### src/hw/rtl/assert_macros.svh
// ---------------------------------------------------------------------------
// Assertion macros shared by the scanline unfilter RTL.
// ---------------------------------------------------------------------------
`ifndef ASSERT_MACROS_SVH
`define ASSERT_MACROS_SVH

// Concurrent property, clocked on the rising edge and held off during reset.
`define PUF_ASSERT(lbl, clk_s, rstn_s, prop) \
    lbl: assert property (@(posedge clk_s) disable iff (!rstn_s) (prop)) \
        else $error("puf assertion failed");

// A condition that must never hold out of reset.
`define PUF_ASSERT_NEVER(lbl, clk_s, rstn_s, cond) \
    `PUF_ASSERT(lbl, clk_s, rstn_s, !(cond))

`endif

### src/hw/rtl/puf_pkg.sv
// ---------------------------------------------------------------------------
// puf_pkg
// Types, codes and helper functions of the PNG scanline unfilter.
// ---------------------------------------------------------------------------
`default_nettype none

package puf_pkg;

    localparam int PUF_MAX_ROW_PIXELS  = 4096;
    localparam int PUF_MAX_IMAGE_ROWS  = 16384;
    localparam int PUF_QUEUE_DEPTH     = 2;
    localparam int PUF_CFG_DATA_W      = 15;

    // Configuration register indexes.
    localparam logic [1:0] CFG_ROW_PIXELS  = 2'd0;
    localparam logic [1:0] CFG_IMAGE_ROWS  = 2'd1;
    localparam logic [1:0] CFG_PIXEL_BYTES = 2'd2;

    // PNG filter types.
    localparam logic [2:0] FILT_NONE  = 3'd0;
    localparam logic [2:0] FILT_SUB   = 3'd1;
    localparam logic [2:0] FILT_UP    = 3'd2;
    localparam logic [2:0] FILT_AVG   = 3'd3;
    localparam logic [2:0] FILT_PAETH = 3'd4;

    typedef struct packed {
        logic [12:0] row_pixels;
        logic [14:0] image_rows;
        logic [2:0]  pixel_bytes;
    } cfg_t;

    // One classified byte on its way from the front to the back.
    typedef struct packed {
        logic [7:0] raw;
        logic       is_sample;
        logic [2:0] filt;
        logic       use_a;      // a left neighbour exists in this row
        logic       use_b;      // a row above exists in this image
        logic       bad;
        logic       eor;
        logic       eoi;
    } item_t;

    typedef struct packed {
        logic [7:0] out_byte;
        logic       is_sample;
        logic       bad_filter;
        logic       end_of_row;
        logic       end_of_image;
    } result_t;

    // Bytes per pixel minus one, with zero read as one and anything above four as four.
    function automatic logic [1:0] bpp_index(input logic [2:0] pb);
        logic [1:0] idx;
        if (pb == 3'd0) begin
            idx = 2'd0;
        end
        else if (pb > 3'd4) begin
            idx = 2'd3;
        end
        else begin
            idx = 2'(pb - 3'd1);
        end
        return idx;
    endfunction

endpackage

`default_nettype wire

### src/hw/rtl/puf_front.sv
// ---------------------------------------------------------------------------
// puf_front
// Tracks row and image position, decodes filter type bytes and tags each byte.
// ---------------------------------------------------------------------------
`default_nettype none

`include "assert_macros.svh"

module puf_front import puf_pkg::*; #(
    parameter int MAX_ROW_PIXELS = PUF_MAX_ROW_PIXELS
) (
    input  wire logic       clk,
    input  wire logic       rst_n,
    input  wire cfg_t       cfg,
    input  wire logic       push,
    input  wire logic [7:0] raw_byte,
    output logic            full,
    input  wire logic       q_full,
    output logic            q_push,
    output item_t           q_item
);

    localparam int PX_W  = $clog2(MAX_ROW_PIXELS + 1);
    localparam int POS_W = $clog2(MAX_ROW_PIXELS * 4 + 1);

    logic [POS_W-1:0] pos_reg, pos_next;
    logic [13:0]      row_cnt_reg, row_cnt_next;
    logic [2:0]       filt_reg, filt_next;
    logic             first_row_reg, first_row_next;
    logic             err_reg, err_next;

    logic [31:0]      px_wide;
    logic [PX_W-1:0]  px;
    logic [POS_W-1:0] px_ext;
    logic [POS_W-1:0] row_len;
    logic [1:0]       bpp_idx;
    logic [2:0]       bpp;
    logic [14:0]      rows;
    logic             last_byte, last_row, accept;

    assign full   = q_full;
    assign accept = push && !q_full;
    assign q_push = accept;

    // Effective geometry with out-of-range settings clamped.
    always_comb
    begin
        px_wide = 32'(cfg.row_pixels);
        if (px_wide == 32'd0)
        begin
            px_wide = 32'd1;
        end
        else if (px_wide > 32'(MAX_ROW_PIXELS))
        begin
            px_wide = 32'(MAX_ROW_PIXELS);
        end
        px      = PX_W'(px_wide);
        px_ext  = POS_W'(px);
        bpp_idx = bpp_index(cfg.pixel_bytes);
        bpp     = 3'({1'b0, bpp_idx} + 3'd1);
        case (bpp_idx)
            2'd0:    row_len = px_ext;
            2'd1:    row_len = POS_W'(px_ext << 1);
            2'd2:    row_len = POS_W'((px_ext << 1) + px_ext);
            default: row_len = POS_W'(px_ext << 2);
        endcase
        if (cfg.image_rows == 15'd0)
        begin
            rows = 15'd1;
        end
        else if (32'(cfg.image_rows) > 32'(PUF_MAX_IMAGE_ROWS))
        begin
            rows = 15'(PUF_MAX_IMAGE_ROWS);
        end
        else
        begin
            rows = cfg.image_rows;
        end
    end

    always_comb
    begin
        pos_next       = pos_reg;
        row_cnt_next   = row_cnt_reg;
        filt_next      = filt_reg;
        first_row_next = first_row_reg;
        err_next       = err_reg;
        last_byte      = (pos_reg >= row_len);
        last_row       = ({1'b0, row_cnt_reg} + 15'd1) >= rows;

        q_item.raw       = raw_byte;
        q_item.is_sample = 1'b1;
        q_item.filt      = filt_reg;
        q_item.use_a     = (pos_reg > POS_W'(bpp));
        q_item.use_b     = !first_row_reg;
        q_item.bad       = err_reg;
        q_item.eor       = last_byte;
        q_item.eoi       = last_byte && last_row;

        if (pos_reg == '0)
        begin
            // Filter type byte: an unknown type latches the error and runs as none.
            if (raw_byte > 8'(FILT_PAETH))
            begin
                err_next  = 1'b1;
                filt_next = FILT_NONE;
            end
            else
            begin
                filt_next = raw_byte[2:0];
            end
            q_item.is_sample = 1'b0;
            q_item.bad       = err_next;
            q_item.eor       = 1'b0;
            q_item.eoi       = 1'b0;
            pos_next         = POS_W'(1);
        end
        else if (last_byte)
        begin
            pos_next = '0;
            if (last_row)
            begin
                row_cnt_next   = '0;
                first_row_next = 1'b1;
                err_next       = 1'b0;
            end
            else
            begin
                row_cnt_next   = 14'(row_cnt_reg + 14'd1);
                first_row_next = 1'b0;
            end
        end
        else
        begin
            pos_next = POS_W'(pos_reg + 1'b1);
        end
    end

    always_ff @(posedge clk or negedge rst_n)
    begin
        if (!rst_n)
        begin
            pos_reg       <= '0;
            row_cnt_reg   <= '0;
            filt_reg      <= FILT_NONE;
            first_row_reg <= 1'b1;
            err_reg       <= 1'b0;
        end
        else if (accept)
        begin
            pos_reg       <= pos_next;
            row_cnt_reg   <= row_cnt_next;
            filt_reg      <= filt_next;
            first_row_reg <= first_row_next;
            err_reg       <= err_next;
        end
    end

    `PUF_ASSERT(a_err_clears_at_image_end, clk, rst_n, (accept && q_item.eoi) |=> (!err_reg && first_row_reg && (pos_reg == '0)))

endmodule

`default_nettype wire

### config.mk
export PLATFORM = sky130hd
export DESIGN_NAME = puf_front
export DESIGN_NICKNAME = d
export VERILOG_FILES = /design/src/hw/rtl/puf_pkg.sv /design/src/hw/rtl/puf_front.sv
export VERILOG_INCLUDE_DIRS = /design/src /design/src/hw/rtl
export SDC_FILE = /design/constraint.sdc
export NUM_CORES = 1
export LEC_CHECK = 0
export BUFFER_PORTS_ARGS = -buffer_cell sky130_fd_sc_hd__buf_4
export CAP_MARGIN = 10
export CORE_ASPECT_RATIO = 2
export CORE_MARGIN = 5
export CORE_UTILIZATION = 30
export DETAILED_ROUTE_END_ITERATION = 7
export MAX_ROUTING_LAYER = met4
export SYNTH_ARGS = -nofsm -noshare
export SYNTH_HDL_FRONTEND = slang
export SYNTH_SLANG_ARGS = --single-unit
### constraint.sdc
create_clock -name clk -period 3.36 [get_ports clk]
set_input_delay 0.168 -clock clk [delete_from_list [all_inputs] [get_ports clk]]
set_output_delay 0.168 -clock clk [all_outputs]
set_load 0.02 [all_outputs]
=== After elaboration in Yosys (flattened, before gate mapping) ===
Index checks and enable logic that the tools add are counted.

* Bits in registers: 34
* Output and inout bits: 19
* Word-level logic and storage cells: 53

* Add/subtract/negate cells: 6
* Order comparisons: 7
* Eq/ne operators: 2
* Muxes and demuxes: 18
* Bitwise operators: 1
* Reductions and logical operators: 14

{| class="wikitable"
|+ Operators with widths
! operator !! number
|-
| 15-bit two-way mux || 4
|-
| 15-bit one-hot mux with 3 select lines || 1
|-
| 15-bit greater-or-equal comparator || 2
|-
| 15-bit zero test || 2
|-
| 13-bit two-way mux || 2
|-
| 14-bit by 1-bit adder with 15-bit output (second input constant) || 1
|-
| 14-bit by 13-bit adder with 15-bit output || 1
|-
| 15-bit by 1-bit adder with 15-bit output (second input constant) || 1
|-
| 15-bit greater-than comparator (second input constant) || 1
|-
| 15-bit by 3-bit greater-than comparator with 1-bit output || 1
|-
| 14-bit by 1-bit adder with 14-bit output (second input constant) || 1
|-
| 14-bit two-way mux || 1
|-
| 13-bit greater-than comparator (second input constant) || 1
|-
| 13-bit zero test || 1
|-
| 8-bit by 3-bit greater-than comparator with 1-bit output (second input constant) || 1
|-
| 1-bit two-way mux || 6
|-
| 3-bit two-way mux || 2
|-
| 3-bit AND reduction || 2
|-
| 2-bit two-way mux || 2
|-
| 2-bit nonzero test || 2
|-
| 2-bit by 1-bit adder with 3-bit output (second input constant) || 1
|-
| 3-bit greater-than comparator (second input constant) || 1
|-
| 3-bit zero test || 1
|-
| 2-bit by 1-bit equality test with 1-bit output (second input constant) || 1
|-
| 7 further kinds || 9
|}

=== Longest topological paths before layout ===
* Depth after elaboration: 8
* Mapped depth: 22

=== Least setup slack after synthesis ===
OpenSTA, ideal clock, no wires.

* Path kind: input to output
* From: in cfg[21] (netlist bit)
* To: out q_item[0] (netlist bit)
* Arrival: 3.884 ns
* Setup slack: -0.692 ns
* Stages: 18
* Cell sequence: nor4_1 nand3_1 a21oi_1 ha_1 inv_1 fa_1 nor2b_1 o21a_1 o21a_1 o41ai_4 o21ai_1 a21oi_1 mux2_1 ha_1 nand3_1 o41ai_2 nor2_1 nor3_1

{| class="wikitable"
|+ RTL lines
! item !! line !! RTL
|-
| from (decl) || puf_front.sv:14 || <nowiki>input wire cfg_t cfg,</nowiki>
|-
| to (decl) || puf_front.sv:20 || <nowiki>output item_t q_item</nowiki>
|}

==> summary.txt <==
Setup path
  – Critical path cell sequence: buf_8 -> nor4_4 -> nand3_2 -> a21oi_4 -> ha_4 -> inv_2 -> fa_2 -> nor2b_1 -> o21a_1 -> o21a_2 -> o41ai_4 -> o21ai_1 -> a21oi_1 -> mux2_4 -> ha_4 -> nand3_4 -> o41ai_4 -> buf_4 -> nor2_4 -> nor3_2 -> buf_4
  – Required @ worst endpoint: ~3200 ps
  – Cell count along the critical path: 21
  – Slowest stage cell, crit path: o41ai_4
  – Delay-heaviest family, CP: compound AO/OA/AOI/OAI gates
  – Crit path capture type: output port
  – Crit path max fanout: 4
  – WS Path Type: input port to output port
  – Critical Path AT: 3810 ps
  – Worst R2R Path Depth: 13
  – Worst path max stage delay: around 380 ps
  – Worst Setup Start Kind: input port
  – Worst path bufs/invs: 4

Die
  – Die Span Y: roughly 170 um
  – Die Wd: between 80 and 90 um
  – Total core area: about 12000 sq um
  – Initial cell density of the core: 0.305
  – Cell Rows: 57
  – Num ports: 62
  – Die Area: roughly 15000 sq um

Worst hold path
  – Hold Crit Class: input port to flop
  – Hold path cells: 3

Global routing
  – Met2 global-route usage: 0.324
  – Antenna violations before repair: 0
  – GRT Util Overall: 0.160
  – GR peak layer: met2
  – First-pass GRT wire length: between 15000 and 20000 um
  – GR Overflow Total: 0
  – Met3 Usage GRT: 0.0143
  – Largest net degree at the start of global routing: 35
  – Vias in the first global route: about 4000
  – GRT met1 Usage: 0.148

Route
  – WL per Instance: 15.3 um
  – DRT iter0 DRCs: ~120
  – DRC: 0
  – Antenna-violating nets left: 0
  – Via count: ~3900
  – Post-DR vias/cell: about 5.2
  – DRT Wirelength: 11500 um
  – DR pass1 iterations: 4

Run
  – MaxCap Viol Count: 0

Clocking
  – CTS Sinks: 34
  – CTS buffer count: 5
  – Max Root-Sink Buffers: 2
  – Clock tree from TritonCTS: done
  – Clock slew at reported path FFs: 50 ps
  – CTS Root Cell: clkbuf_16
  – Clock Latency Late Sink: between 200 and 300 ps
  – H-Tree Depth: 2

Synthesis
  – Mapped Area: 3700 sq um
  – Yosys top cell by area: dfrtp_1
  – Distinct cells, synth: 57
  – EDFF count, synth: 0
  – Top cell type's share of synthesized area: 0.223
  – Synth Warn #: 0
  – Synth Net Count: roughly 560
  – Sequential area share after synthesis: 0.230
  – Prevailing post-synth register cell: dfrtp_1
  – FF+latch count, synth: 34
  – Syn Area/Cell: 7.94 sq um
  – Largest cells by area after synthesis: dfrtp_1, ha_1, nand2_1
  – Mapped Cells: about 470
  – Post-synth ARST share: 1.00

Power and ir drop
  – Peak VDD IR: ~170 uV
  – Pleak: about 2.6 nW
  – Net Sw Power: ~0.66 mW
  – Register share of total power: 0.283
  – Internal Power: between 1 and 1.5 mW
  – Combinational share of power: 0.459
  – Switching Fraction: 0.368
  – Clk pwr share: 0.258
  – Total power: 1.79 mW
  – Pwr/cell area: between 300 and 400 nW/um^2

Timing
  – Setup TNS: -16180 ps
  – Final number of setup-violating endpoints: 33
  – Slew headroom: 0.686
  – Maximum clock rate: roughly 250 MHz
  – Minimum clock period: approximately 4000 ps
  – Final Skew: 4.94 ps
  – Crit share post-route: 1.19
  – RSZ-0062 raised after global routing: yes
  – Hold Violations, Final: 0
  – Post-route setup slack: -623 ps
  – Worst slew pin tran: about 470 ps
  – Max-slew violations: 0
  – Final Hold Slack: about 150 ps

Cells and area
  – Post-route cell area: 5380 sq um
  – Synth-to-Final Area Change: 45.5%
  – Max reg flops: 15
  – Cell Count, Final, Fillers Out: 752
  – Final net count: 700
  – Fin util: 0.444
  – Layout cells sized above 1: 0.355
  – N_diodes: 0

Place
  – Placed inst area: slightly below 5000 sq um
  – Inst Count DP: between 700 and 800
  – Worst slack, placed: -1050 ps
  – Gp weighted congestion: roughly 0.89
  – Input/output buffers: about 60
  – Detailed placement HPWL: 9450 um

Run status
  – Status: complete, but fails checks
  – Failing checks: negative setup slack
[layout make-up]
class / instances / area [sq um]
fillers: 1205 / 6740
multi-input cells: 389 / 2900
repair buffers: 151 / 1210
flip-flops and latches: 34 / 852
well taps: 147 / 184
clock buffers: 7 / 143
inverters: 23 / 86.3
clock inverters: 1 / 5.00
[Yosys cell counts, drive strengths merged, types with 4 or more instances]
master	number
nand2	64
a21oi	34
and3	6
nor2	38
nand3	17
a21o	6
xnor2	14
o21ai	42
dfrtp	33
nor4	11
a221oi	4
nor3	4
inv	21
nor2b	17
buf	13
ha	52
clkbuf	7
a22oi	6
xor2	16
nand4	10
[power by group through the flow]
| stage | logic, mW | clock network [mW] | registers (mW) |
|---|---|---|---|
| detailed placement | 0.779 | 0 | 0.516 |
| global placement | 0.756 | 0 | 0.514 |
| CTS | 0.808 | 0.469 | 0.509 |
| finish | 0.822 | 0.463 | 0.508 |
| global route | 0.916 | 0.483 | 0.515 |
| floorplan | 0.458 | 0 | 0.503 |
[routing by layer]
layer  up-vias  wire (um)
li1       1951          -
met1      1888       3930
met2        73       6990
met3        22        247
met4         0        348
met5         -          0
[logic make-up after synthesis]
logic type / count (synthesis) / synth area share
AOI/OAI and AO/OA: 121 / 0.217
xor gates and xnor gates: 30 / 0.0710
adders and majority gates: 53 / 0.181
buffers and inverters: 43 / 0.0555
DFF: 34 / 0.230
muxes: 2 / 0.00609
and+or+nand+nor: 183 / 0.239
[cells in the final DEF, fill, tap and decap left out, types with 6 or more instances in the layout]
cell / Yosys / routed
xnor2_1: 14 / 14
inv_1: 21 / 20
a21o_1: 6 / 6
o21ai_1: 5 / 11
xor2_1: 16 / 16
ha_1: 52 / 50
nor4_1: 11 / 8
nand3_1: 17 / 13
and3_1: 6 / 6
buf_6: 0 / 12
o21ai_0: 35 / 18
a22oi_1: 6 / 6
nand4_1: 10 / 10
nor2b_1: 17 / 16
a21oi_1: 33 / 28
o21ai_2: 2 / 12
nor2_1: 38 / 33
nand2_1: 64 / 58
nand2_2: 0 / 6
dfrtp_1: 33 / 33
buf_4: 11 / 135
[tightest hold or removal path: stages]
cell     delay, ps
buf_4          120
nand2_1         40
o21ai_0         60
[repair_timing]
item | in CTS | in global routing
hold buffers | 1 | 0
pin swaps | 12 | 18
gates cloned | 1 | 1
setup buffers | 6 | 7
endpoints found under the hold margin | 33 | 0
gates resized for setup | 35 | 41
endpoints found under the setup margin | 33 | 33
[path summary, 6_finish.rpt]
path,start,end,slack [ps]
setup / recovery,cfg[23],q_item[0],-620
hold / removal,raw_byte[2],filt_reg[2],150
setup reg to reg,row_cnt_reg[1],row_cnt_reg[7],220
hold reg to reg,filt_reg[2],filt_reg[2],480
max in group asynchronous,rst_n,first_row_reg,2640
min in group asynchronous,rst_n,row_cnt_reg[0],380
Power figures use the tool's default switching activity.
