File: src/hw/rtl/assert_macros.svh
// ---------------------------------------------------------------------------
// Assertion macros shared by the scanline unfilter RTL.
// ---------------------------------------------------------------------------
`ifndef ASSERT_MACROS_SVH
`define ASSERT_MACROS_SVH

// Concurrent property, clocked on the rising edge and held off during reset.
`define PUF_ASSERT(lbl, clk_s, rstn_s, prop) \
    lbl: assert property (@(posedge clk_s) disable iff (!rstn_s) (prop)) \
        else $error("puf assertion failed");

// A condition that must never hold out of reset.
`define PUF_ASSERT_NEVER(lbl, clk_s, rstn_s, cond) \
    `PUF_ASSERT(lbl, clk_s, rstn_s, !(cond))

`endif

File: src/hw/rtl/puf_fifo.sv
// ---------------------------------------------------------------------------
// puf_fifo
// Small register queue used between the front and back and at the output.
// ---------------------------------------------------------------------------
`default_nettype none

`include "assert_macros.svh"

module puf_fifo #(
    parameter int WIDTH = 8,
    parameter int DEPTH = 2
) (
    input  wire logic             clk,
    input  wire logic             rst_n,
    input  wire logic             push,
    input  wire logic [WIDTH-1:0] wr_data,
    output logic                  full,
    input  wire logic             pop,
    output logic      [WIDTH-1:0] rd_data,
    output logic                  empty
);

    localparam int PW = (DEPTH > 1) ? $clog2(DEPTH) : 1;
    localparam int CW = $clog2(DEPTH + 1);

    logic [WIDTH-1:0] mem_reg [DEPTH];
    logic [PW-1:0]    wr_ptr_reg, wr_ptr_next;
    logic [PW-1:0]    rd_ptr_reg, rd_ptr_next;
    logic [CW-1:0]    count_reg, count_next;
    logic             push_ok, pop_ok;

    assign full    = (count_reg == CW'(DEPTH));
    assign empty   = (count_reg == '0);
    assign push_ok = push && !full;
    assign pop_ok  = pop && !empty;
    assign rd_data = mem_reg[rd_ptr_reg];

    always_comb
    begin
        wr_ptr_next = wr_ptr_reg;
        rd_ptr_next = rd_ptr_reg;
        count_next  = count_reg;
        if (push_ok)
        begin
            wr_ptr_next = (wr_ptr_reg == PW'(DEPTH - 1)) ? '0 : PW'(wr_ptr_reg + 1'b1);
        end
        if (pop_ok)
        begin
            rd_ptr_next = (rd_ptr_reg == PW'(DEPTH - 1)) ? '0 : PW'(rd_ptr_reg + 1'b1);
        end
        if (push_ok && !pop_ok)
        begin
            count_next = CW'(count_reg + 1'b1);
        end
        else if (pop_ok && !push_ok)
        begin
            count_next = CW'(count_reg - 1'b1);
        end
    end

    always_ff @(posedge clk or negedge rst_n)
    begin
        if (!rst_n)
        begin
            wr_ptr_reg <= '0;
            rd_ptr_reg <= '0;
            count_reg  <= '0;
        end
        else
        begin
            wr_ptr_reg <= wr_ptr_next;
            rd_ptr_reg <= rd_ptr_next;
            count_reg  <= count_next;
        end
    end

    always_ff @(posedge clk)
    begin
        if (push_ok)
        begin
            mem_reg[wr_ptr_reg] <= wr_data;
        end
    end

    `PUF_ASSERT_NEVER(a_fifo_overfill, clk, rst_n, count_reg > CW'(DEPTH))
    `PUF_ASSERT(a_fifo_grow, clk, rst_n, (push_ok && !pop_ok) |=> (count_reg == CW'($past(count_reg) + 1'b1)))

endmodule

`default_nettype wire

File: config.mk
export PLATFORM = sky130hd
export DESIGN_NAME = puf_fifo
export DESIGN_NICKNAME = d
export VERILOG_FILES = /design/src/hw/rtl/puf_fifo.sv
export VERILOG_INCLUDE_DIRS = /design/src /design/src/hw/rtl
export SDC_FILE = /design/constraint.sdc
export NUM_CORES = 1
export LEC_CHECK = 0
export ABC_AREA = 0
export BUFFER_PORTS_ARGS = -buffer_cell sky130_fd_sc_hd__clkbuf_2
export CAP_MARGIN = 20
export CORE_MARGIN = 10
export CORE_UTILIZATION = 44
export DETAILED_ROUTE_END_ITERATION = 16
export HOLD_SLACK_MARGIN = 0.1
export PLACE_DENSITY = 0.72
export SLEW_MARGIN = 20
export SYNTH_ARGS = -nofsm -noshare
export SYNTH_HDL_FRONTEND = slang
export SYNTH_SLANG_ARGS = --single-unit
File: constraint.sdc
create_clock -name clk -period 1.45 [get_ports clk]
set_clock_uncertainty 0.2 [all_clocks]
set_input_delay 0 -clock clk [delete_from_list [all_inputs] [get_ports clk]]
set_output_delay 0 -clock clk [all_outputs]
set_load 0.005 [all_outputs]
==> Yosys cells after proc, flatten, opt, wreduce, memory -nomap -nowiden <==
Memories as Yosys holds them, arrays and structs flattened.
Cells that the tools add are included.
{ "totals": {"register_bits": 4, "ram_bits": 16, "input_bits": 12, "n_memories": 1} }
{ "memory_table": {"columns": ["name", "words", "word_bits", "rd", "rd_ports_with_merged_regs", "wr", "line", "rtl"], "rows": [
  ["mem_reg", 2, 8, 1, 0, 1, "puf_fifo.sv:26", "logic [WIDTH-1:0] mem_reg [DEPTH];"]
]} }
{ "op_classes": {"addsub": 4, "eq_ne": 1, "mux": 6, "reduce_logical": 10} }
{ "ops": {"columns": ["operator", "count"], "rows": [
  ["$logic_and A1 B1 Y1", 4],
  ["$logic_not A1 Y1", 4],
  ["$mux W1", 4],
  ["$mux W2", 2],
  ["$add A1 B1 Y1 const B", 2],
  ["$add A2 B1 Y2 const B", 1],
  ["$eq A2 B2 Y1 const B", 1],
  ["$logic_not A2 Y1", 1],
  ["$reduce_bool A2 Y1", 1],
  ["$sub A2 B1 Y2 const B", 1]
]} }

==> Logic depth before layout (Yosys ltp) <==
Gate-level depths: netlist (run 1).
{ "logic_depth": {"depth_word": 7, "mapped_depth": 7} }

==> Worst setup path before layout (run 1) <==
OpenSTA, ideal clock, no wires.
{ "synth_timing": {"kind": "register to register", "from": "reg count_reg[0]", "to": "mem mem_reg[0][0], enable pin", "setup_ns": 0.370, "arrival_time_ns": 1.022, "required_ns": 0.880, "setup_slack_ns": -0.142, "stages_incl_launch_ff": 4, "synth_period_minus_slack_ns": 1.592, "cell_sequence": "dfrtp_1 > nand2b_1 > nand2_2 > nor2_1"} }
{ "synth_between": {"elab_chain_cells": 5} }
{ "synth_rtl": {"columns": ["item", "line", "rtl"], "rows": [
  ["start, declared", "puf_fifo.sv:29", "logic [CW-1:0] count_reg, count_next;"],
  ["start signal, assigned", "puf_fifo.sv:73", "count_reg <= count_next;"],
  ["$eq A2 B2 Y1", "puf_fifo.sv:32", "assign full = (count_reg == CW'(DEPTH));"],
  ["$logic_not A1 Y1", "puf_fifo.sv:34", "assign push_ok = push && !full;"],
  ["$logic_and A1 B1 Y1", "puf_fifo.sv:34", null],
  ["$mux W1", "puf_fifo.sv:79", "if (push_ok)"],
  ["$mux W1 (implied by the code)", "puf_fifo.sv:81", "mem_reg[wr_ptr_reg] <= wr_data;"],
  ["end, declared", "puf_fifo.sv:26", null]
]} }
No other way between the ends.

==> Final worst setup path (run 1) <==
{ "layout_timing": {"from": "reg rd_ptr_reg", "to": "out rd_data[5]"} }
{ "layout_between": {"elab_chain_cells": 1} }
{ "layout_rtl": {"columns": ["item", "line", "rtl"], "rows": [
  ["start, declared", "puf_fifo.sv:28", "logic [PW-1:0] rd_ptr_reg, rd_ptr_next;"],
  ["start signal, assigned", "puf_fifo.sv:72", "rd_ptr_reg <= rd_ptr_next;"],
  ["$mem_v2 Z2 W8", null, null],
  ["end, declared", "puf_fifo.sv:19", "output logic [WIDTH-1:0] rd_data,"]
]} }
No other way between the ends.

==> run summary, run 1 <==
Status - complete, but fails checks
Violated checks - negative setup slack
Global-route total usage across every layer - 7.88%
VDD IR-drop max - 1130 uV
Final HPWL from detailed placement - 1060 microns
Worst-case setup slack after placement - -0.0564 ns
Cell-by-cell listing of the critical path - buf_6, mux2_4, buf_6
Setup total negative slack - -0.614 ns
Detailed Route Iter0 Violations - 16
Antenna cell count - 0
Worst min-delay path class - in2reg
Post-layout worst setup margin - -0.0796 ns
Largest fanout on the critical path - 4
Vertical die dimension - 62.2 microns
Io pins - 22
Endpoint kind of the worst setup timing path - output pin
Vias in the first global route - 538
Endpoints failing hold - 0
Count of endpoints failing setup in the final report - 17
Final nets - 108
CP dominant cell by count - sky130_fd_sc_hd__buf_6
Mean routed wirelength per cell - 13.0 microns
Top cells by area, synth - sky130_fd_sc_hd__edfxtp_1, sky130_fd_sc_hd__dfrtp_1, sky130_fd_sc_hd__mux2_1, sky130_fd_sc_hd__mux2_2, sky130_fd_sc_hd__xnor2_1
Final Wtd Congestion - 0.726
Full die area - 3860 sq um
Maximum number of pins on one net before global-route repair - 12
Number of CTS-inserted buffers - 3
Clock network latency to the later pin of the worst-skew pair - 0.29 ns
Clock transition at path regs - 0.10 ns
Share of synthesized flip-flops with an asynchronous set or reset - 20.0%
Number of buffers added on ports - 21
Cell with the largest stage delay on the worst path - sky130_fd_sc_hd__dfrtp_2
Leakage power total - 0.566 nW
Clock period minus worst slack - 1.53 ns
Met3 Routed Length - 39 microns
DR vias/cell - 4.31
Synthesized flop and latch total - 20
Cell area after layout - 1290 sq um
Leading register cell type out of synthesis - sky130_fd_sc_hd__edfxtp_1
Post-Synthesis Cell Area - 782 sq um
Maximum clock frequency - 654 MHz
Average footprint of a synthesized cell - 17.8 sq um
Number of sinks driven by the clock tree - 20
R2r worst-path depth - 7
Area growth syn-to-layout - 64.8%
Count of different cell masters after synthesis - 15
Top routing layer in use - met4
Total number of vias - 513
Share of the synthesized area in the top cell type - 61.4%
Number of antenna violations at the first check in global routing - 0
Post-route antenna net violation count - 0
M1 wire length - 614 microns
Critical Path Start Type - flip-flop
Total nets after synthesis - 57
Fraction of layout instances using a drive strength above 1 - 58.5%
Leading post-synthesis cells by instance count - sky130_fd_sc_hd__edfxtp_1, sky130_fd_sc_hd__mux2_1, sky130_fd_sc_hd__dfrtp_1, sky130_fd_sc_hd__nor2_1
Core region area - 1710 sq um
Number of instances in the synthesized netlist - 44
Delay of the slowest cell on the worst path - 0.47 ns
Sequential element share of the synthesized area - 74.2%
Reg2Reg Setup Slack - -0.05 ns
Initial cell density of the core - 45.8%
Arrival time of data at the critical path endpoint - 1.33 ns
Global-route congestion overflow total - 0
Relative slew slack - 86.7%
Clock tree from TritonCTS - built
WS Path Type - reg2out
Placement-stage cell area - 991 sq um
Die width - 62.2 microns
Met2 wire length - 864 microns
Leading area contributor after synthesis - sky130_fd_sc_hd__edfxtp_1
Global-route wire length before repair - 2410 microns
Required arrival time at the worst endpoint - 1.25 ns
RSZ-0062 raised after global routing - yes
Min Hold Slack - 0.227 ns
Final worst-path cycle share - 105%
First-pass detailed-route iteration total - 2
Maximum level of the CTS H-tree - 1
WHS Path Cells - 2
Number of pins with negative max-slew slack in the final report - 0
Placed Instances - 97
Pwr Density - 1840 nW/um^2
CTS root buffer - sky130_fd_sc_hd__clkbuf_4
Count of max-cap constraint violations - 0
Transition time at the pin with the least slew margin - 0.200 ns
Synth warn - 0
Non-filler instance count after layout - 119
Most used standard cell by instance count after synthesis - sky130_fd_sc_hd__edfxtp_1
Total wire length - 1540 microns
DRC Markers - 0
Number of synthesized flops with an enable pin - 16
Maximum buffer depth of the clock tree - 2
Placement Rows - 15
Max FFs per register - 16
-- path summary, 6_finish.rpt --
path | from | end
max | rd_ptr_reg | rd_data[5]
max in group asynchronous | rst_n | rd_ptr_reg
min | wr_data[6] | mem_reg[0][6]
min in group asynchronous | rst_n | count_reg[1]
min reg2reg | wr_ptr_reg | wr_ptr_reg
max reg2reg | count_reg[0] | count_reg[1]
-- cells in the final DEF, fill, tap and decap left out --
| cell type | netlist | final |
|---|---|---|
| sky130_fd_sc_hd__nor2_1 | 3 | 2 |
| sky130_fd_sc_hd__xnor2_1 | 2 | 2 |
| sky130_fd_sc_hd__nand2_4 | 0 | 1 |
| sky130_fd_sc_hd__ha_4 | 0 | 1 |
| sky130_fd_sc_hd__dlygate4sd3_1 | 0 | 12 |
| sky130_fd_sc_hd__mux2_2 | 2 | 2 |
| sky130_fd_sc_hd__o21ai_2 | 0 | 1 |
| sky130_fd_sc_hd__inv_2 | 0 | 1 |
| sky130_fd_sc_hd__clkbuf_8 | 0 | 1 |
| sky130_fd_sc_hd__clkbuf_2 | 0 | 16 |
| sky130_fd_sc_hd__buf_6 | 0 | 11 |
| sky130_fd_sc_hd__xnor2_2 | 1 | 1 |
| sky130_fd_sc_hd__nand2b_4 | 0 | 1 |
| sky130_fd_sc_hd__buf_4 | 0 | 8 |
| sky130_fd_sc_hd__inv_1 | 2 | 1 |
| sky130_fd_sc_hd__nor2_4 | 0 | 1 |
| sky130_fd_sc_hd__xor2_1 | 2 | 2 |
| sky130_fd_sc_hd__and3_1 | 1 | 1 |
| sky130_fd_sc_hd__dfrtp_2 | 0 | 1 |
| sky130_fd_sc_hd__dfrtp_1 | 4 | 3 |
| sky130_fd_sc_hd__mux2_4 | 0 | 6 |
| sky130_fd_sc_hd__edfxtp_1 | 16 | 16 |
| sky130_fd_sc_hd__clkbuf_4 | 0 | 3 |
-- report_power, final --
group	total (mW)	leakage (nW)	switching [mW]	internal (mW)
logic	1.14	0.351	0.404	0.737
registers	0.918	0.194	0.112	0.806
clock network	0.311	0.0210	0.158	0.153
-- per-stage QoR --
stage | power (mW) | util (%)
final | 2.37 | 75.5
after global routing | 2.53 | 75.5
after CTS | 2.07 | 68.6
after detailed placement | 1.66 | 58.0
after global placement | 1.64 | 58.0
after floorplan | 1.32 | -
-- worst max-delay path: cells and delay by family, from the launching register on --
family   cells  cell delay (ns)
flops        1             0.47
mux          1             0.30
buf+inv      2             0.27
-- routing by layer --
metal / vias to the layer above / global-route usage [%]
met2: 13 / 12.9
met1: 233 / 8.79
li1: 265 / -
met3: 2 / 1.97
met5: - / 0
met4: 0 / 5.14
-- timing repair --
item                       in CTS  in global routing
hold endpoints to repair       32                 11
buffers inserted                1                  5
hold buffers                   11                  1
resized for setup               6                 22
pin swaps                       2                  1
setup endpoints to repair      17                 17
-- kinds of logic after synthesis --
| kind of cell | count (synthesis) | share of synthesized area [%] |
|---|---|---|
| AOI/OAI and AO/OA | 1 | 0.639 |
| xor gates and xnor gates | 5 | 6.56 |
| buffers and inverters | 3 | 1.60 |
| muxes | 8 | 11.5 |
| adders and majority gates | 1 | 1.60 |
| DFF | 20 | 74.2 |
| and+or+nand+nor | 6 | 3.84 |
-- final cells by class --
class | count | area, sq um
inverter | 2 | 7.51
clock buffer | 4 | 36.3
fill | 116 | 419
sequential | 20 | 582
timing repair buffer | 47 | 384
tap | 25 | 31.3
multi-input combinational | 21 | 248
(Power assumes the default switching activity.)
==> run 2, diff against run 1 <==
Settings changed: CORE_MARGIN 10 to unset, CORE_UTILIZATION 44 to 45, PLACE_DENSITY 0.72 to 0.7.
Clock period 1.45 ns to 1.5 ns, I/O delays scaled along.
==> run summary, run 2 (same netlist as run 1, synthesis figures left out) <==
Global-route total usage across every layer - 16.6% (was 7.88%)
Transition time at the pin with the least slew margin - 0.209 ns (was 0.200 ns)
Most used cells in the layout excluding fill and tap cells - sky130_fd_sc_hd__clkbuf_2, sky130_fd_sc_hd__edfxtp_1, sky130_fd_sc_hd__dlygate4sd3_1 (unchanged)
First-pass detailed-route iteration total - 10 (was 2)
Most common cell after layout, fill and taps aside - sky130_fd_sc_hd__clkbuf_2
Endpoint kind of the worst setup timing path - flip-flop (was output pin)
Final HPWL from detailed placement - 891 microns (was 1060 microns)
GRT busiest layer - met2 (unchanged)
Number of filler cells placed in the layout - 100 (was 116)
Initial cell density of the core - 50.2% (was 45.8%)
Endpoints failing hold - 0 (unchanged)
Arrival time of data at the critical path endpoint - 1.36 ns (was 1.33 ns)
Vertical die dimension - 43.7 microns (was 62.2 microns)
Maximum buffer depth of the clock tree - 2 (unchanged)
Vias in the first global route - 515 (was 538)
WS Path Type - reg2reg (was reg2out)
Post-layout worst setup margin - 0.00829 ns (was -0.0796 ns)
Pwr Density - 1700 nW/um^2 (was 1840 nW/um^2)
Fraction of layout instances using a drive strength above 1 - 52.7% (was 58.5%)
DRC Markers - 1 (was 0)
Required arrival time at the worst endpoint - 1.37 ns (was 1.25 ns)
Number of sinks driven by the clock tree - 20 (unchanged)
Largest fanout on the critical path - 4 (unchanged)
Count of endpoints failing setup in the final report - 0 (was 17)
Count of max-cap constraint violations - 0 (unchanged)
Relative slew slack - 86.1% (was 86.7%)
Final worst-path cycle share - 99.4%
Maximum level of the CTS H-tree - 1 (unchanged)
Max FFs per register - 16 (unchanged)
Cell area after layout - 1190 sq um (was 1290 sq um)
Final Wtd Congestion - 0.653 (was 0.726)
Clock period minus worst slack - 1.49 ns
Met2 global-route usage - 28.4% (was 12.9%)
Placement-stage cell area - 980 sq um (was 991 sq um)
Total number of vias - 514 (was 513)
Worst min-delay path class - in2reg (unchanged)
Total wire length - 1340 microns (was 1540 microns)
Global-route wire length before repair - 2150 microns (was 2410 microns)
Met3 Usage GRT - 5.00% (was 1.97%)
Number of pins with negative max-slew slack in the final report - 0 (unchanged)
Placement Rows - 14 (was 15)
CTS root buffer - sky130_fd_sc_hd__clkbuf_4 (unchanged)
Number of CTS-inserted buffers - 3 (unchanged)
Clock tree from TritonCTS - built (unchanged)
Maximum number of pins on one net before global-route repair - 12 (unchanged)
Final nets - 105 (was 108)
Die width - 43.7 microns (was 62.2 microns)
Full die area - 1910 sq um (was 3860 sq um)
GR Util met1 - 18.2% (was 8.79%)
Number of antenna violations at the first check in global routing - 0 (unchanged)
Clock network latency to the later pin of the worst-skew pair - 0.29 ns (about the same)
Status - complete, but fails checks (unchanged)
Core region area - 1560 sq um (was 1710 sq um)
VDD IR-drop max - 1240 uV (was 1130 uV)
RSZ-0062 raised after global routing - yes (unchanged)
Maximum clock frequency - 670 MHz
Critical Path Start Type - flip-flop (unchanged)
Violated checks - design-rule violations (was negative setup slack)
Detailed Route Iter0 Violations - 7 (was 16)
Worst-case setup slack after placement - -0.0101 ns (was -0.0564 ns)
Clock transition at path regs - 0.10 ns (about the same)
DR vias/cell - 4.80 (was 4.31)
Antenna cell count - 0 (unchanged)
Number of buffers added on ports - 21 (unchanged)
Leakage power total - 0.521 nW (was 0.566 nW)
Mean routed wirelength per cell - 12.6 microns (was 13.0 microns)
Io pins - 22 (unchanged)
Area growth syn-to-layout - 52.3% (was 64.8%)
Global-route congestion overflow total - 0 (unchanged)
Post-route antenna net violation count - 0 (unchanged)
[run 2: worst paths after layout]
check | startpoint | to | depth (start not counted) | slack (ns)
hold reg to reg | wr_ptr_reg | wr_ptr_reg | 1 | 0.38
min in group asynchronous | rst_n | count_reg[0] | 3 | 0.41
max in group asynchronous | rst_n | rd_ptr_reg | 3 | 0.51
hold / removal | wr_data[0] | mem_reg[1][0] | 2 | 0.23
setup / recovery | count_reg[0] | mem_reg[1][7] | 4 | 0.008
setup reg to reg | count_reg[0] | mem_reg[1][7] | 4 | 0.008
[run 2: critical path: stages, from the launching register on]
cell                       delay, ns
sky130_fd_sc_hd__dfrtp_1        0.42
sky130_fd_sc_hd__nand2b_4       0.16
sky130_fd_sc_hd__buf_4          0.14
sky130_fd_sc_hd__and3_1         0.19
sky130_fd_sc_hd__buf_4          0.16
[run 2: area by class of cell]
type | count | area [sq um] | share of cell area, %
Timing Repair Buffer | 44 | 319 | 26.8
Clock inverter | 1 | 3.75 | 0.315
Tap cell | 16 | 20.0 | 1.68
Inverter | 2 | 7.51 | 0.630
Clock buffer | 3 | 22.5 | 1.89
Sequential cell | 20 | 582 | 48.8
Multi-Input combinational cell | 21 | 236 | 19.9
[run 2: where the power goes]
part           switching, mW  internal [mW]  leakage [nW]
sequential            0.0896          0.779         0.194
clock                  0.147         0.0968        0.0154
combinational          0.363          0.545         0.311
total                  0.600           1.42         0.521
[run 2: timing repair]
| item | in CTS | in global routing |
|---|---|---|
| pin swaps | 3 | 0 |
| endpoints found under the hold margin | 32 | 0 |
| gates resized for setup | 3 | 9 |
| setup buffers | 1 | 2 |
| hold buffers | 12 | 0 |
| endpoints found under the setup margin | 9 | 25 |
[run 2: through the flow]
stage                     hold WS, ns   TNS (ns)  utilization, %  std cells  total power [mW]
after floorplan                -0.496  -0.000793               -         44              1.27
after global placement         -0.383          0            62.8         88              1.57
after detailed placement       -0.386    -0.0101            62.8         88              1.59
after CTS                       0.225          0            73.7        105              1.91
after global routing            0.222     -0.312            76.4        107              2.15
final                           0.232          0            76.4        107              2.02
[run 2: metal layers]
metal	wire (microns)	part of all wire, %
met3	48	3.6
met5	0	0
met4	27	2.0
met2	731	54
met1	536	40
==> run 3, diff against run 2 <==
Settings changed: ABC_AREA 0 to 1, CORE_MARGIN set to 10.
==> run summary, run 3 <==
Cell area after layout - 1200 sq um (was 1190 sq um)
Non-filler instance count after layout - 140 (was 107)
RSZ-0062 raised after global routing - yes (unchanged)
Arrival time of data at the critical path endpoint - 1.29 ns (was 1.36 ns)
Transition time at the pin with the least slew margin - 0.218 ns (was 0.209 ns)
Sequential element share of the synthesized area - 71.7% (was 74.2%)
First-pass detailed-route iteration total - 2 (was 10)
Clock network latency to the later pin of the worst-skew pair - 0.29 ns (about the same)
Leading register cell type out of synthesis - sky130_fd_sc_hd__edfxtp_1 (unchanged)
Total wire length - 1700 microns (was 1340 microns)
Maximum clock frequency - 682 MHz (was 670 MHz)
Top cells by area, synth - sky130_fd_sc_hd__edfxtp_1, sky130_fd_sc_hd__nand2_1, sky130_fd_sc_hd__dfrtp_1, sky130_fd_sc_hd__inv_1, sky130_fd_sc_hd__ha_1 (was sky130_fd_sc_hd__edfxtp_1, sky130_fd_sc_hd__dfrtp_1, sky130_fd_sc_hd__mux2_1, sky130_fd_sc_hd__mux2_2, sky130_fd_sc_hd__xnor2_1)
CTS root buffer - sky130_fd_sc_hd__clkbuf_4 (unchanged)
Total nets after synthesis - 86 (was 57)
Number of instances in the synthesized netlist - 73 (was 44)
Global-route wire length before repair - 2710 microns (was 2150 microns)
Min Hold Slack - 0.230 ns (was 0.232 ns)
Mean routed wirelength per cell - 12.1 microns (was 12.6 microns)
Leading area contributor after synthesis - sky130_fd_sc_hd__edfxtp_1 (unchanged)
Leakage power total - 0.549 nW (was 0.521 nW)
R2r worst-path depth - 6 (was 4)
Pwr Density - 1690 nW/um^2 (was 1700 nW/um^2)
Delay of the slowest cell on the worst path - 0.44 ns (was 0.42 ns)
Final Wtd Congestion - 0.763 (was 0.653)
Largest fanout on the critical path - 8 (was 4)
Count of endpoints failing setup in the final report - 0 (unchanged)
Area growth syn-to-layout - 47.8% (was 52.3%)
Number of synthesized flops with an enable pin - 16 (unchanged)
Required arrival time at the worst endpoint - 1.32 ns (was 1.37 ns)
Start point of the worst min-delay path - wr_data[3] (was wr_data[0])
Number of buffers added on ports - 21 (unchanged)
Leading post-synthesis cells by instance count - sky130_fd_sc_hd__nand2_1, sky130_fd_sc_hd__edfxtp_1, sky130_fd_sc_hd__inv_1, sky130_fd_sc_hd__dfrtp_1 (was sky130_fd_sc_hd__edfxtp_1, sky130_fd_sc_hd__mux2_1, sky130_fd_sc_hd__dfrtp_1, sky130_fd_sc_hd__nor2_1)
Clock period minus worst slack - 1.47 ns (was 1.49 ns)
Final worst-path cycle share - 97.8% (was 99.4%)
Most common cell after layout, fill and taps aside - sky130_fd_sc_hd__nand2_1 (was sky130_fd_sc_hd__clkbuf_2)
Number of pins with negative max-slew slack in the final report - 0 (unchanged)
Reg-to-reg critical path endpoint - mem_reg[0][3] (was mem_reg[1][7])
Max FFs per register - 16 (unchanged)
Final HPWL from detailed placement - 1130 microns (was 891 microns)
DRC Markers - 0 (was 1)
Endpoint kind of the worst setup timing path - flip-flop (unchanged)
Synthesized flop and latch total - 20 (unchanged)
Post-route antenna net violation count - 0 (unchanged)
Synth warn - 0 (unchanged)
Final nets - 129 (was 105)
Relative slew slack - 85.4% (was 86.1%)
Full die area - 3900 sq um (was 1910 sq um)
Placement Rows - 15 (was 14)
Worst reg2reg path startpoint - count_reg[1] (was count_reg[0])
Io pins - 22 (unchanged)
Vias in the first global route - 627 (was 515)
Count of max-cap constraint violations - 0 (unchanged)
Total number of vias - 625 (was 514)
DR vias/cell - 4.46 (was 4.80)
Vertical die dimension - 62.4 microns (was 43.7 microns)
Maximum buffer depth of the clock tree - 2 (unchanged)
Number of sinks driven by the clock tree - 20 (unchanged)
Reg2Reg Setup Slack - 0.03 ns (was 0.008 ns)
Antenna cell count - 0 (unchanged)
Average footprint of a synthesized cell - 11.1 sq um (was 17.8 sq um)
Global-route congestion overflow total - 0 (unchanged)
Cell with the largest stage delay on the worst path - sky130_fd_sc_hd__dfrtp_1 (unchanged)
VDD IR-drop max - 1170 uV (was 1240 uV)
Worst min-delay path class - in2reg (unchanged)
Number of CTS-inserted buffers - 3 (unchanged)
Post-Synthesis Cell Area - 810 sq um (was 782 sq um)
Clock transition at path regs - 0.10 ns (about the same)
Core region area - 1710 sq um (was 1560 sq um)
Status - finished clean (was complete, but fails checks)
Critical Path Start Type - flip-flop (unchanged)
Most used cells in the layout excluding fill and tap cells - sky130_fd_sc_hd__nand2_1, sky130_fd_sc_hd__clkbuf_2, sky130_fd_sc_hd__edfxtp_1 (was sky130_fd_sc_hd__clkbuf_2, sky130_fd_sc_hd__edfxtp_1, sky130_fd_sc_hd__dlygate4sd3_1)
Fraction of layout instances using a drive strength above 1 - 36.5% (was 52.7%)
Maximum level of the CTS H-tree - 1 (unchanged)
WHS Path Cells - 2 (unchanged)
Placement-stage cell area - 998 sq um (was 980 sq um)
Die width - 62.4 microns (was 43.7 microns)
Count of different cell masters after synthesis - 14 (was 15)
Endpoints failing hold - 0 (unchanged)
Number of antenna violations at the first check in global routing - 0 (unchanged)
Maximum number of pins on one net before global-route repair - 12 (unchanged)
WS Path Type - reg2reg (unchanged)
Global-route total usage across every layer - 8.40% (was 16.6%)
Placed Instances - 122 (was 88)
Initial cell density of the core - 47.4% (was 50.2%)
Hold endpoint - mem_reg[1][3] (was mem_reg[1][0])
Most used standard cell by instance count after synthesis - sky130_fd_sc_hd__nand2_1 (was sky130_fd_sc_hd__edfxtp_1)
Clock tree from TritonCTS - built (unchanged)
Cell-by-cell listing of the critical path - inv_2, nor2_4, nor2_4, nand2_1, inv_2, buf_12 (was nand2b_4, buf_4, and3_1, buf_4)
Share of the synthesized area in the top cell type - 59.4% (was 61.4%)
Detailed Route Iter0 Violations - 28 (was 7)
Share of synthesized flip-flops with an asynchronous set or reset - 20.0% (unchanged)
[run 3: changes by cell type after synthesis, sizes merged]
cell    previous run  this run
nor2               3         4
xnor2              3         1
nand3              0         1
o21ai              1         2
nand2b             1         0
xor2               2         0
inv                2         8
nand2              1        33
and3               1         0
nand4              0         1
mux2               8         0
nand3b             0         1
[run 3: area by class of cell]
type                       instances  area, sq um
fill                             116          512
tap                               25         31.3
multi-input combinational         44          228
inverter                           8         32.5
sequential                        20          583
clock inverter                     1         3.75
clock buffer                       3         22.5
timing repair buffer              39          295
[run 3: timing repair]
action	4_1_cts	5_1_grt
hold endpoints to repair	31	0
endpoints found under the setup margin	2	19
pin swaps	1	1
hold buffers	12	0
buffers inserted	2	0
resized for setup	5	8
[run 3: stage by stage]
stage	total power, mW	setup TNS (ns)	setup WS (ns)	util (%)
3_5_place_dp	1.63	-0.0401	-0.0401	58.5
5_1_grt	2.17	-0.106	-0.0280	70.0
2_1_floorplan	1.26	0	0.0334	-
6_report	2.02	0	0.0335	70.0
3_3_place_gp	1.60	0	0.0275	58.5
4_1_cts	1.96	-0.00949	-0.00949	68.3
[run 3: per-layer routing]
layer	track usage [%]	part of all wire [%]	wire [microns]
met2	13.6	52	873
met4	4.19	1.8	30
met1	9.83	42	715
met3	2.51	4.4	75
met5	0	0	0
[run 3: how the worst max path moves through the flow]
| stage | from | to | slack (ns) | depth (start not counted) |
|---|---|---|---|---|
| 2_1_floorplan | count_reg[0] | count_reg[1] | 0.03 | 7 |
| 3_3_place_gp | count_reg[0] | count_reg[1] | 0.03 | 6 |
| 3_5_place_dp | count_reg[0] | count_reg[1] | -0.04 | 6 |
| 4_1_cts | count_reg[1] | count_reg[1] | -0.009 | 8 |
| 5_1_grt | count_reg[1] | count_reg[1] | -0.03 | 8 |
| 6_report | count_reg[1] | mem_reg[0][3] | 0.03 | 6 |
[run 3: cell families after synthesis]
kind of cell             synth area share, %
flip-flops                              71.7
buffers and inverters                   4.33
AND/OR/NAND/NOR                         20.1
adder cells (fa/ha/maj)                 1.55
AO/OA/AOI/OAI                           1.24
XOR/XNOR                                1.08
[run 3: worst max-delay path: cells and delay by family (launching register included)]
| kind | cells | cell delay, ns |
|---|---|---|
| flops | 1 | 0.44 |
| simple gates | 3 | 0.25 |
| buf+inv | 3 | 0.31 |
[run 3: report_power, final]
| group | total (mW) | internal (mW) | switching, mW |
|---|---|---|---|
| clock network | 0.246 | 0.0967 | 0.149 |
| logic | 0.875 | 0.426 | 0.449 |
| registers | 0.900 | 0.776 | 0.124 |
